### config.mk
export PLATFORM = sky130hd
export DESIGN_NAME = tcw_regs
export DESIGN_NICKNAME = d
export VERILOG_FILES = /design/src/design/tcw_pkg.sv /design/src/design/tcw_regs.sv
export SDC_FILE = /design/constraint.sdc
export NUM_CORES = 1
export LEC_CHECK = 0
export BUFFER_PORTS_ARGS = -buffer_cell sky130_fd_sc_hd__buf_2
export CORE_UTILIZATION = 37
export CTS_BUF_LIST = sky130_fd_sc_hd__clkbuf_16
export DETAILED_ROUTE_END_ITERATION = 10
export PLACE_DENSITY_LB_ADDON = 0.3
export SLEW_MARGIN = 20
export SYNTH_ARGS = -nofsm -noshare
export SYNTH_HDL_FRONTEND = slang
export SYNTH_SLANG_ARGS = --single-unit
export TNS_END_PERCENT = 10
### constraint.sdc
create_clock -name clk -period 1.48 [get_ports clk]
set_input_delay 0.074 -clock clk [delete_from_list [all_inputs] [get_ports clk]]
set_output_delay 0.074 -clock clk [all_outputs]
set_load 0.005 [all_outputs]
### src/design/tcw_pkg.sv
`default_nettype none

package tcw_pkg;

  // Default screen geometry.
  localparam int DEF_COLUMNS = 80;
  localparam int DEF_ROWS    = 25;

  // Field widths.
  localparam int OP_W     = 1;
  localparam int CHAR_W   = 8;
  localparam int INDEX_W  = 11;
  localparam int CURSOR_W = 11;
  localparam int DATA_W   = 16;
  localparam int ATTR_W   = 8;
  localparam int TAB_W    = 4;

  // Register port geometry.
  localparam int APB_AW      = 3;
  localparam int APB_DW      = 32;
  localparam int REG_IDX_LSB = 2;

  localparam logic [0:0] REG_ATTR = 1'b0;
  localparam logic [0:0] REG_TAB  = 1'b1;

  localparam logic [ATTR_W-1:0] ATTR_RESET = 8'd2;
  localparam logic [TAB_W-1:0]  TAB_RESET  = 4'd4;

  // Operation codes.
  localparam logic [OP_W-1:0] OP_PUT  = 1'b0;
  localparam logic [OP_W-1:0] OP_READ = 1'b1;

  // Character codes with a special meaning.
  localparam logic [CHAR_W-1:0] CHAR_NUL   = 8'd0;
  localparam logic [CHAR_W-1:0] CHAR_BS    = 8'd8;
  localparam logic [CHAR_W-1:0] CHAR_TAB   = 8'd9;
  localparam logic [CHAR_W-1:0] CHAR_LF    = 8'd10;
  localparam logic [CHAR_W-1:0] CHAR_SPACE = 8'h20;

  typedef struct packed {
    logic [OP_W-1:0]    operation;
    logic [CHAR_W-1:0]  char_code;
    logic [INDEX_W-1:0] cell_index;
  } item_t;

  typedef struct packed {
    logic [CURSOR_W-1:0] cursor_position;
    logic [DATA_W-1:0]   read_data;
  } result_t;

  typedef struct packed {
    logic [ATTR_W-1:0] text_attribute;
    logic [TAB_W-1:0]  tab_width;
  } cfg_t;

  // Commands from the controller to the datapath.
  typedef struct packed {
    logic load_item;
    logic read_issue;
    logic clear_step;
    logic clear_wrap;
    logic scroll_done;
    logic write_char;
    logic newline;
    logic back_step;
    logic bs_write;
    logic tab_reset;
    logic tab_inc;
    logic load_result;
  } cmd_t;

  // Status from the datapath to the controller.
  typedef struct packed {
    logic is_read;
    logic is_zero;
    logic is_newline;
    logic is_tab;
    logic is_bs;
    logic cursor_full;
    logic col_zero;
    logic tab_none;
    logic tab_last;
    logic clr_row_last;
    logic clr_all_last;
    logic out_free;
  } status_t;

endpackage

`default_nettype wire

### src/design/tcw_regs.sv
`default_nettype none

module tcw_regs (
  input  logic                       clk,
  input  logic                       rst,
  input  logic                       psel,
  input  logic                       penable,
  input  logic                       pwrite,
  input  logic [tcw_pkg::APB_AW-1:0] paddr,
  input  logic [tcw_pkg::APB_DW-1:0] pwdata,
  output logic [tcw_pkg::APB_DW-1:0] prdata,
  output logic                       pready,
  output tcw_pkg::cfg_t              cfg
);
  import tcw_pkg::*;

  logic [0:0] reg_idx;
  logic       wr_en;

  assign pready  = 1'b1;
  assign reg_idx = paddr[REG_IDX_LSB +: 1];
  assign wr_en   = psel && penable && pwrite;

  always_ff @(posedge clk) begin
    if (rst) begin
      cfg.text_attribute <= ATTR_RESET;
      cfg.tab_width      <= TAB_RESET;
    end else if (wr_en) begin
      unique case (reg_idx)
        REG_ATTR: cfg.text_attribute <= pwdata[ATTR_W-1:0];
        REG_TAB:  cfg.tab_width      <= pwdata[TAB_W-1:0];
        default:  ;
      endcase
    end
  end

  always_comb begin
    unique case (reg_idx)
      REG_ATTR: prdata = APB_DW'(cfg.text_attribute);
      REG_TAB:  prdata = APB_DW'(cfg.tab_width);
      default:  prdata = '0;
    endcase
  end

endmodule

`default_nettype wire

==> impl_metrics.tcl <==
set metrics [dict create \
    firstDrtPassIters 4 \
    layout-drive-gt1-share_pct 39.0 \
    final_cell_mix "buf_2 (33), conb_1 (25), nand2b_1 (18), mux2i_1 (12), dfxtp_1 (12)" \
    worst_setup_path_start_kind "register" \
    diodes 0 \
    drv_slew 0 \
    critPathKind "reg2out" \
    synthesis.area_sq_um 818 \
    largest_reg_flops 12 \
    max_freq_mhz 986 \
    rows 16 \
    clkTransAtPathRegs_ps 40 \
    cts_tree "built" \
    vias 598 \
    cp.arrival_ps 940 \
    grt_setup_unrepaired "no" \
    synth_top_area_cell "dfxtp_1" \
    syn_area_per_cell_sq_um 9.30 \
    die_area_sq_um 2400 \
    drc 0 \
    fin_skew_ps 0 \
    grt.total_usage_pct 12.4 \
    cts_buffers 3 \
    worstHoldPathCells 3 \
    cts_hold_buf 0 \
    cts_resized 0 \
    synth_area_leaders "dfxtp_1 (29%), buf_4 (23%), mux2i_1 (15%)" \
    fin_crit_sh_pct 68.5 \
    rr_worst_depth 2 \
    r2r_slack_ps 880 \
    ys_warn_count 0 \
    ys_types 13 \
    gr-total-overflow 0 \
    grt_pass1_wl_um 2280 \
    drtIter0Drc 6 \
    clk_latency_ps 230 \
    ys_ff_latch 12 \
    post_cts.repair.setup_buffers 0 \
    synth_seq_area_share_pct 29.4 \
    final_common_cell "buf_2" \
    via_per_inst 4.12 \
    wl_um 1350 \
    outcome "completed" \
    ios 85 \
    die_w_um 49.0 \
    cts_num_sinks 12 \
    hold_path_class "in2reg" \
    worstPathMaxFanout 3 \
    powerDensity_nw_per_um2 944 \
    reg_top3 "cfg (12)" \
    reg2reg_from "cfg[4]$_SDFFE_PP0P_" \
    nets 160 \
    cts_root_buf "clkbuf_16" \
    setup_violations 0 \
    die_h_um 49.0 \
    syn2layout_area_growth_pct 17.7 \
    antenna_found_initial 0 \
    wl_per_cell_um 9.31 \
    htreeDepth 1 \
    fin_util_pct 47.6 \
    dpl.hpwl_um 1010 \
    top_register "cfg" \
    place.gp.congestion 0.631 \
    synth_top_cell_area_share_pct 29.4 \
    end_kind "output pin" \
    synth_cells 88 \
    clockBufferDepth 2 \
    leakage_uw 0.000491 \
    port_buffers 33 \
    start_util_pct 40.5 \
    required_ps 1410 \
    grt_pass1_vias 513 \
    fin_crit_ps 1010 \
    setup_tns_ps 0 \
    core_area_sq_um 2020 \
    grt_max_degree 23 \
    timing.rr.end "cfg[4]$_SDFFE_PP0P_" \
    max_cap_viol_count 0 \
    ant_nets 0 \
    peakVddDrop_v 0.000454 \
    min-delay-start "pwdata[4]" \
    min_to "cfg[8]$_SDFFE_PP0P_" \
    hold_violations 0 \
]
## per-layer routing
metal / vias up / part of all wire, % / GRT usage, %
met4: 0 / 0.30 / 4.41
li1: 292 / - / -
met5: - / 0 / 0
met2: 39 / 44 / 21.1
met1: 265 / 47 / 14.6
met3: 2 / 8.6 / 4.05
## critical path: stages, from the launching register on
cell and delay, ps:
dfxtp_1 320, mux2_2 260, buf_2 120
## worst max-delay path by stage
stage,startpoint,to,slack [ps],cells past startpoint
after floorplan,paddr[2],cfg[10]$_SDFFE_PP0P_,680,4
after detailed placement,paddr[2],cfg[4]$_SDFFE_PP0P_,480,4
final,cfg[1]$_SDFFE_PP0P_,prdata[1],470,2
after CTS,cfg[1]$_SDFFE_PP0P_,prdata[1],460,2
after global routing,cfg[1]$_SDFFE_PP0P_,prdata[1],430,2
after global placement,paddr[2],cfg[4]$_SDFFE_PP0P_,500,4
## synth_stat cells
cell and instances:
and4b_1 1, conb_1 2, mux2i_1 12, buf_6 2, clkbuf_2 1, buf_4 25
and4_2 1, clkbuf_1 2, nand2b_1 18, dfxtp_1 12, mux2_2 4, nor2_1 4
and2b_2 4
## per-stage QoR
stage	instances	power, uW	setup slack (ps)	hold slack (ps)	area (sq um)
2_1_floorplan	111	452	676	229	905
3_3_place_gp	142	436	497	338	888
3_5_place_dp	142	437	483	346	888
4_1_cts	145	915	464	103	963
5_1_grt	145	950	434	120	963
6_report	145	909	466	101	963
## report_power, final
group	internal (uW)	switching [uW]	leakage, uW
sequential	332	4.74	0.0000972
combinational	46.4	48.8	0.000357
clock	351	127	0.0000370
## area by class of cell
| class | count | area (sq um) |
|---|---|---|
| timing repair buffer | 34 | 173 |
| clock buffer | 3 | 75.1 |
| sequential | 12 | 240 |
| tap | 27 | 33.8 |
| fill | 204 | 1060 |
| multi-input combinational | 69 | 442 |
## logic make-up after synthesis
family | after synthesis | share of synthesized area [%]
multiplexers | 16 | 20.2
other | 2 | 0.918
AND/OR/NAND/NOR | 28 | 22.3
buffers and inverters | 30 | 27.2
flip-flops | 12 | 29.4
Note: power is estimated with default switching activity, not from simulation.
