`config.mk`:
```
export PLATFORM = sky130hd
export DESIGN_NAME = tcw_ctrl
export DESIGN_NICKNAME = d
export VERILOG_FILES = /design/src/design/tcw_pkg.sv /design/src/design/tcw_ctrl.sv
export SDC_FILE = /design/constraint.sdc
export NUM_CORES = 1
export LEC_CHECK = 0
export BUFFER_PORTS_ARGS = -buffer_cell sky130_fd_sc_hd__clkbuf_2
export CORE_UTILIZATION = 40
export CTS_BUF_LIST = sky130_fd_sc_hd__clkbuf_4 sky130_fd_sc_hd__clkbuf_8
export DETAILED_ROUTE_END_ITERATION = 8
export PLACE_DENSITY = 0.71
export SYNTH_ARGS = -nofsm -noshare
export SYNTH_HDL_FRONTEND = slang
export SYNTH_SLANG_ARGS = --single-unit
```
`constraint.sdc`:
```
create_clock -name clk -period 5.4 [get_ports clk]
set_input_delay 0.27 -clock clk [delete_from_list [all_inputs] [get_ports clk]]
set_output_delay 0.27 -clock clk [all_outputs]
set_load 0.05 [all_outputs]
```
`src/design/tcw_pkg.sv`:
```
`default_nettype none

package tcw_pkg;

  // Default screen geometry.
  localparam int DEF_COLUMNS = 80;
  localparam int DEF_ROWS    = 25;

  // Field widths.
  localparam int OP_W     = 1;
  localparam int CHAR_W   = 8;
  localparam int INDEX_W  = 11;
  localparam int CURSOR_W = 11;
  localparam int DATA_W   = 16;
  localparam int ATTR_W   = 8;
  localparam int TAB_W    = 4;

  // Register port geometry.
  localparam int APB_AW      = 3;
  localparam int APB_DW      = 32;
  localparam int REG_IDX_LSB = 2;

  localparam logic [0:0] REG_ATTR = 1'b0;
  localparam logic [0:0] REG_TAB  = 1'b1;

  localparam logic [ATTR_W-1:0] ATTR_RESET = 8'd2;
  localparam logic [TAB_W-1:0]  TAB_RESET  = 4'd4;

  // Operation codes.
  localparam logic [OP_W-1:0] OP_PUT  = 1'b0;
  localparam logic [OP_W-1:0] OP_READ = 1'b1;

  // Character codes with a special meaning.
  localparam logic [CHAR_W-1:0] CHAR_NUL   = 8'd0;
  localparam logic [CHAR_W-1:0] CHAR_BS    = 8'd8;
  localparam logic [CHAR_W-1:0] CHAR_TAB   = 8'd9;
  localparam logic [CHAR_W-1:0] CHAR_LF    = 8'd10;
  localparam logic [CHAR_W-1:0] CHAR_SPACE = 8'h20;

  typedef struct packed {
    logic [OP_W-1:0]    operation;
    logic [CHAR_W-1:0]  char_code;
    logic [INDEX_W-1:0] cell_index;
  } item_t;

  typedef struct packed {
    logic [CURSOR_W-1:0] cursor_position;
    logic [DATA_W-1:0]   read_data;
  } result_t;

  typedef struct packed {
    logic [ATTR_W-1:0] text_attribute;
    logic [TAB_W-1:0]  tab_width;
  } cfg_t;

  // Commands from the controller to the datapath.
  typedef struct packed {
    logic load_item;
    logic read_issue;
    logic clear_step;
    logic clear_wrap;
    logic scroll_done;
    logic write_char;
    logic newline;
    logic back_step;
    logic bs_write;
    logic tab_reset;
    logic tab_inc;
    logic load_result;
  } cmd_t;

  // Status from the datapath to the controller.
  typedef struct packed {
    logic is_read;
    logic is_zero;
    logic is_newline;
    logic is_tab;
    logic is_bs;
    logic cursor_full;
    logic col_zero;
    logic tab_none;
    logic tab_last;
    logic clr_row_last;
    logic clr_all_last;
    logic out_free;
  } status_t;

endpackage

`default_nettype wire

```
`src/design/tcw_ctrl.sv`:
```
`default_nettype none

module tcw_ctrl (
  input  logic             clk,
  input  logic             rst,
  input  logic             item_valid,
  output logic             item_stall,
  input  tcw_pkg::status_t status,
  output tcw_pkg::cmd_t    cmd
);
  import tcw_pkg::*;

  typedef enum logic [8:0] {
    S_INIT     = 9'b000000001,
    S_IDLE     = 9'b000000010,
    S_DISPATCH = 9'b000000100,
    S_CHECK    = 9'b000001000,
    S_SCROLL   = 9'b000010000,
    S_ACT      = 9'b000100000,
    S_BS_WRITE = 9'b001000000,
    S_RESULT   = 9'b010000000,
    S_SPARE    = 9'b100000000
  } state_t;

  state_t state;
  state_t state_next;

  assign item_stall = (state != S_IDLE);

  always_ff @(posedge clk) begin
    if (rst) begin
      state <= S_INIT;
    end else begin
      state <= state_next;
    end
  end

  always_comb begin
    state_next = state;
    cmd        = '0;
    unique case (state)
      S_INIT: begin
        // Sweep zeros through the whole screen after reset.
        cmd.clear_step = 1'b1;
        if (status.clr_all_last) begin
          cmd.clear_wrap = 1'b1;
          state_next     = S_IDLE;
        end
      end
      S_IDLE: begin
        if (item_valid) begin
          cmd.load_item = 1'b1;
          state_next    = S_DISPATCH;
        end
      end
      S_DISPATCH: begin
        if (status.is_read) begin
          cmd.read_issue = 1'b1;
          state_next     = S_RESULT;
        end else if (status.is_zero) begin
          state_next = S_RESULT;
        end else begin
          cmd.tab_reset = 1'b1;
          state_next    = S_CHECK;
        end
      end
      S_CHECK: begin
        state_next = status.cursor_full ? S_SCROLL : S_ACT;
      end
      S_SCROLL: begin
        // Clear the oldest row, then it becomes the bottom row.
        cmd.clear_step = 1'b1;
        if (status.clr_row_last) begin
          cmd.clear_wrap  = 1'b1;
          cmd.scroll_done = 1'b1;
          state_next      = S_ACT;
        end
      end
      S_ACT: begin
        if (status.is_newline) begin
          cmd.newline = 1'b1;
          state_next  = S_RESULT;
        end else if (status.is_bs) begin
          if (status.col_zero) begin
            state_next = S_RESULT;
          end else begin
            cmd.back_step = 1'b1;
            state_next    = S_BS_WRITE;
          end
        end else if (status.is_tab) begin
          if (status.tab_none) begin
            state_next = S_RESULT;
          end else begin
            cmd.write_char = 1'b1;
            cmd.tab_inc    = 1'b1;
            state_next     = status.tab_last ? S_RESULT : S_CHECK;
          end
        end else begin
          cmd.write_char = 1'b1;
          state_next     = S_RESULT;
        end
      end
      S_BS_WRITE: begin
        cmd.bs_write = 1'b1;
        state_next   = S_RESULT;
      end
      S_RESULT: begin
        if (status.out_free) begin
          cmd.load_result = 1'b1;
          state_next      = S_IDLE;
        end
      end
      default: begin
        state_next = S_IDLE;
      end
    endcase
  end

endmodule

`default_nettype wire

```
==> summary.md <==
| Metric | Value |
|---|---|
| Pins Over Slew Limit | `0` |
| Via Count | `637` |
| Die Wd | `39.8 um` |
| Sequential cell area fraction in the yosys report | `about 28%` |
| Sequential power share | `42.3%` |
| Largest net degree at the start of global routing | `10` |
| Number of synthesized flops with an enable pin | `0` |
| Clk sink count | `8` |
| Drt initial violations | `22` |
| CTS Buf Count | `3` |
| Count leader, synth | `nor2_1` |
| Chip Height | `39.8 um` |
| Largest family of logic cells by synthesized area | `simple AND/OR/NAND/NOR gates` |
| Psw | `52.1 uW` |
| Largest area contributor in the netlist | `dfxtp_1` |
| Root buffer cell | `clkbuf_4` |
| Final #Nets | `120` |
| Pwr dens | `205 nW/um2` |
| Kind of critical path | `reg -> out` |
| Clk_skew | `between 0.01 and 0.015 ns` |
| Setup_tns | `0 ns` |
| Hold Startpoint | `status[9]` |
| Minimum clock period | `2.40 ns` |
| Top achievable clock speed | `around 420 MHz` |
| Status | `completed` |
| Synth Flop Type | `dfxtp_1` |
| Input/output buffers | `27` |
| Initial core utilization | `a little over two fifths` |
| Routed Wire Length | `1330 um` |
| Post-synthesis compound-gate area fraction | `13.6%` |
| WHS Path Cells | `2` |
| Maximum fanout along the worst path | `8` |
| Ys Warns | `0` |
| ANT nets after route | `0` |
| CTS Hold Bufs | `0` |
| Combinational Power Share | `27.1%` |
| Num rows | `13` |
| Area of the multi-input gates | `~380 um2` |
| Ant diodes | `0` |
| Area growth syn-to-layout | `30.3%` |
| Max clock buf depth | `2` |
| Grt ovf | `0` |
| CTS H-Tree Depth | `1` |
| Yosys reg bits | `8` |
| Data required time of the worst path | `5.13 ns` |
| R2r worst-path depth | `4` |
| Core box area | `1320 um2` |
| First-pass GRT wire length | `2060 um` |
| Syn Std Cell Area | `around 570 um2` |
| Max-cap violation count | `0` |
| Dpl hpwl | `1100 um` |
| Max reg flops | `8` |
| Maximum VDD drop | `about 0.000091 V` |
| Post-synth cell types | `31` |
| Postcts setup bufs | `0` |
| RSZ-0062 raised after global routing | `false` |
| Clock-pin slew on the worst setup and hold paths | `roughly 0.060 ns` |
| Final instance area | `743 um2` |
| Final period util | `44.4%` |
| Synth Area in XOR/XNOR | `3.07%` |
| Hold Crit Endpoint | `state[6]$_SDFFE_PP0P_` |
| Net Count, Synth | `89` |
| Post-CTS resize count | `0` |
| All-Layer GR Usage | `~20%` |
| Biggest regs | `state: 8 flops` |
| Ys async rst share | `0%` |
| Leakage power | `0.000370 uW` |
| Post-Syn Instances | `74` |
| Hold_ws | `0.223 ns` |
| Min-delay worst type | `in -> reg` |
| Final hold violations | `0` |
| Switch share | `34.2%` |
| PnR Total Power | `approximately 150 uW` |
| Slew margin rel. | `47.0%` |
| Syn_area_per_cell | `approximately 7.7 um2` |
| Initial antenna violation count | `0` |
| Post-synthesis simple-gate area fraction | `49.3%` |
| Clock insertion delay at the later pin of the skew report | `around 0.26 ns` |
| Vias in the first global route | `511` |
| Flop-to-flop setup slack | `~3.5 ns` |
| Clock group share of total power | `30.7%` |
| Placed inst area | `721 um2` |
| Count of final setup violators | `0` |
| CTS tree | `done` |
| Die area | `1580 um2` |
| Routability cong. | `0.762` |
| Reg-to-Reg End | `state[3]$_SDFFE_PP0P_` |
| Data arrival, critical path | `2.13 ns` |
| Drt drc | `0` |
| Worst-margin pin slew | `0.788 ns` |
| Num ports | `28` |
| Fillers | `122` |
| Largest cells by area after synthesis | `dfxtp_1 (28%), nor2_1 (5.9%), nand4_1 (5.5%)` |
| Register area | `160 um2` |
| Post-Synth Adder-Cell Area | `0%` |
| Synth top cells by count | `nor2_1 (9), dfxtp_1 (8), inv_1 (8), nand4_1 (5), nand3_1 (4)` |
| Initial DRT Pass Iterations | `4` |
| Drt via density | `approximately 5.4` |
| Routed len/inst | `roughly 11 um` |
| Synth top area share | `28.1%` |
| Worst r2r src | `state[3]$_SDFFE_PP0P_` |
| Layout cells sized above 1 | `35.9%` |
| Largest Register | `state` |
| Internal power | `approximately 100 uW` |
| Post-synthesis mux area share | `0%` |
| Startpoint Class | `flop` |
| CP endpoint kind | `output pin` |
[cell type report]
cell class	instances	area share [%]
inverters	8	4.04
multi-input cells	57	50.7
well taps	15	2.53
flip-flops and latches	8	21.5
repair buffers	27	18.2
clock buffers	3	3.03
[power by group through the flow]
stage	Combinational, uW	Clock [uW]	Sequential [uW]
final	41.3	46.8	64.4
after global placement	40.4	0	65.5
after floorplan	29.4	0	64.9
after global routing	45.1	53.5	64.6
after CTS	41.4	47.3	64.4
after detailed placement	41.3	0	65.5
[critical path: stages, from the launching register on]
cell and delay (ns):
dfxtp_1 0.39, nor4_4 0.56, nand4b_4 0.18, or2_2 0.33, a21oi_1 0.11, clkbuf_2 0.29
[routing by layer]
layer	vias up	share of wire (%)	global-route usage, %
met5	-	0	0
met3	4	4.9	5.11
met1	279	46	24.1
li1	332	-	-
met4	0	1.4	12.9
met2	22	48	31.1
[worst max path at each step]
stage	from	to	slack [ns]
CTS	state[3]$_SDFFE_PP0P_	cmd[6]	2.99
finish	state[3]$_SDFFE_PP0P_	cmd[6]	3.00
global route	state[3]$_SDFFE_PP0P_	cmd[6]	2.87
global placement	state[3]$_SDFFE_PP0P_	cmd[6]	3.31
floorplan	state[3]$_SDFFE_PP0P_	cmd[11]	2.89
detailed placement	state[3]$_SDFFE_PP0P_	cmd[6]	3.28
[layout by cell type, fill, tap and decap left out, drive strengths merged, types with 4 or more instances in the layout]
master	synthesis	layout
clkbuf	1	30
nand3	4	4
dfxtp	8	8
inv	8	8
nor2	9	9
nand4	5	5
[kinds of logic after synthesis]
kind of cell,count (synthesis)
AO/OA/AOI/OAI,11
XOR/XNOR,2
buffers and inverters,9
flip-flops,8
AND/OR/NAND/NOR,44
[stage by stage]
stage	utilization (%)	setup slack (ns)	cells
finish	56.4	3.00	118
global route	56.4	2.87	118
CTS	56.4	2.99	118
detailed placement	54.7	3.28	115
global placement	54.7	3.31	115
floorplan	-	2.89	74
Power figures use the tool's default switching activity.
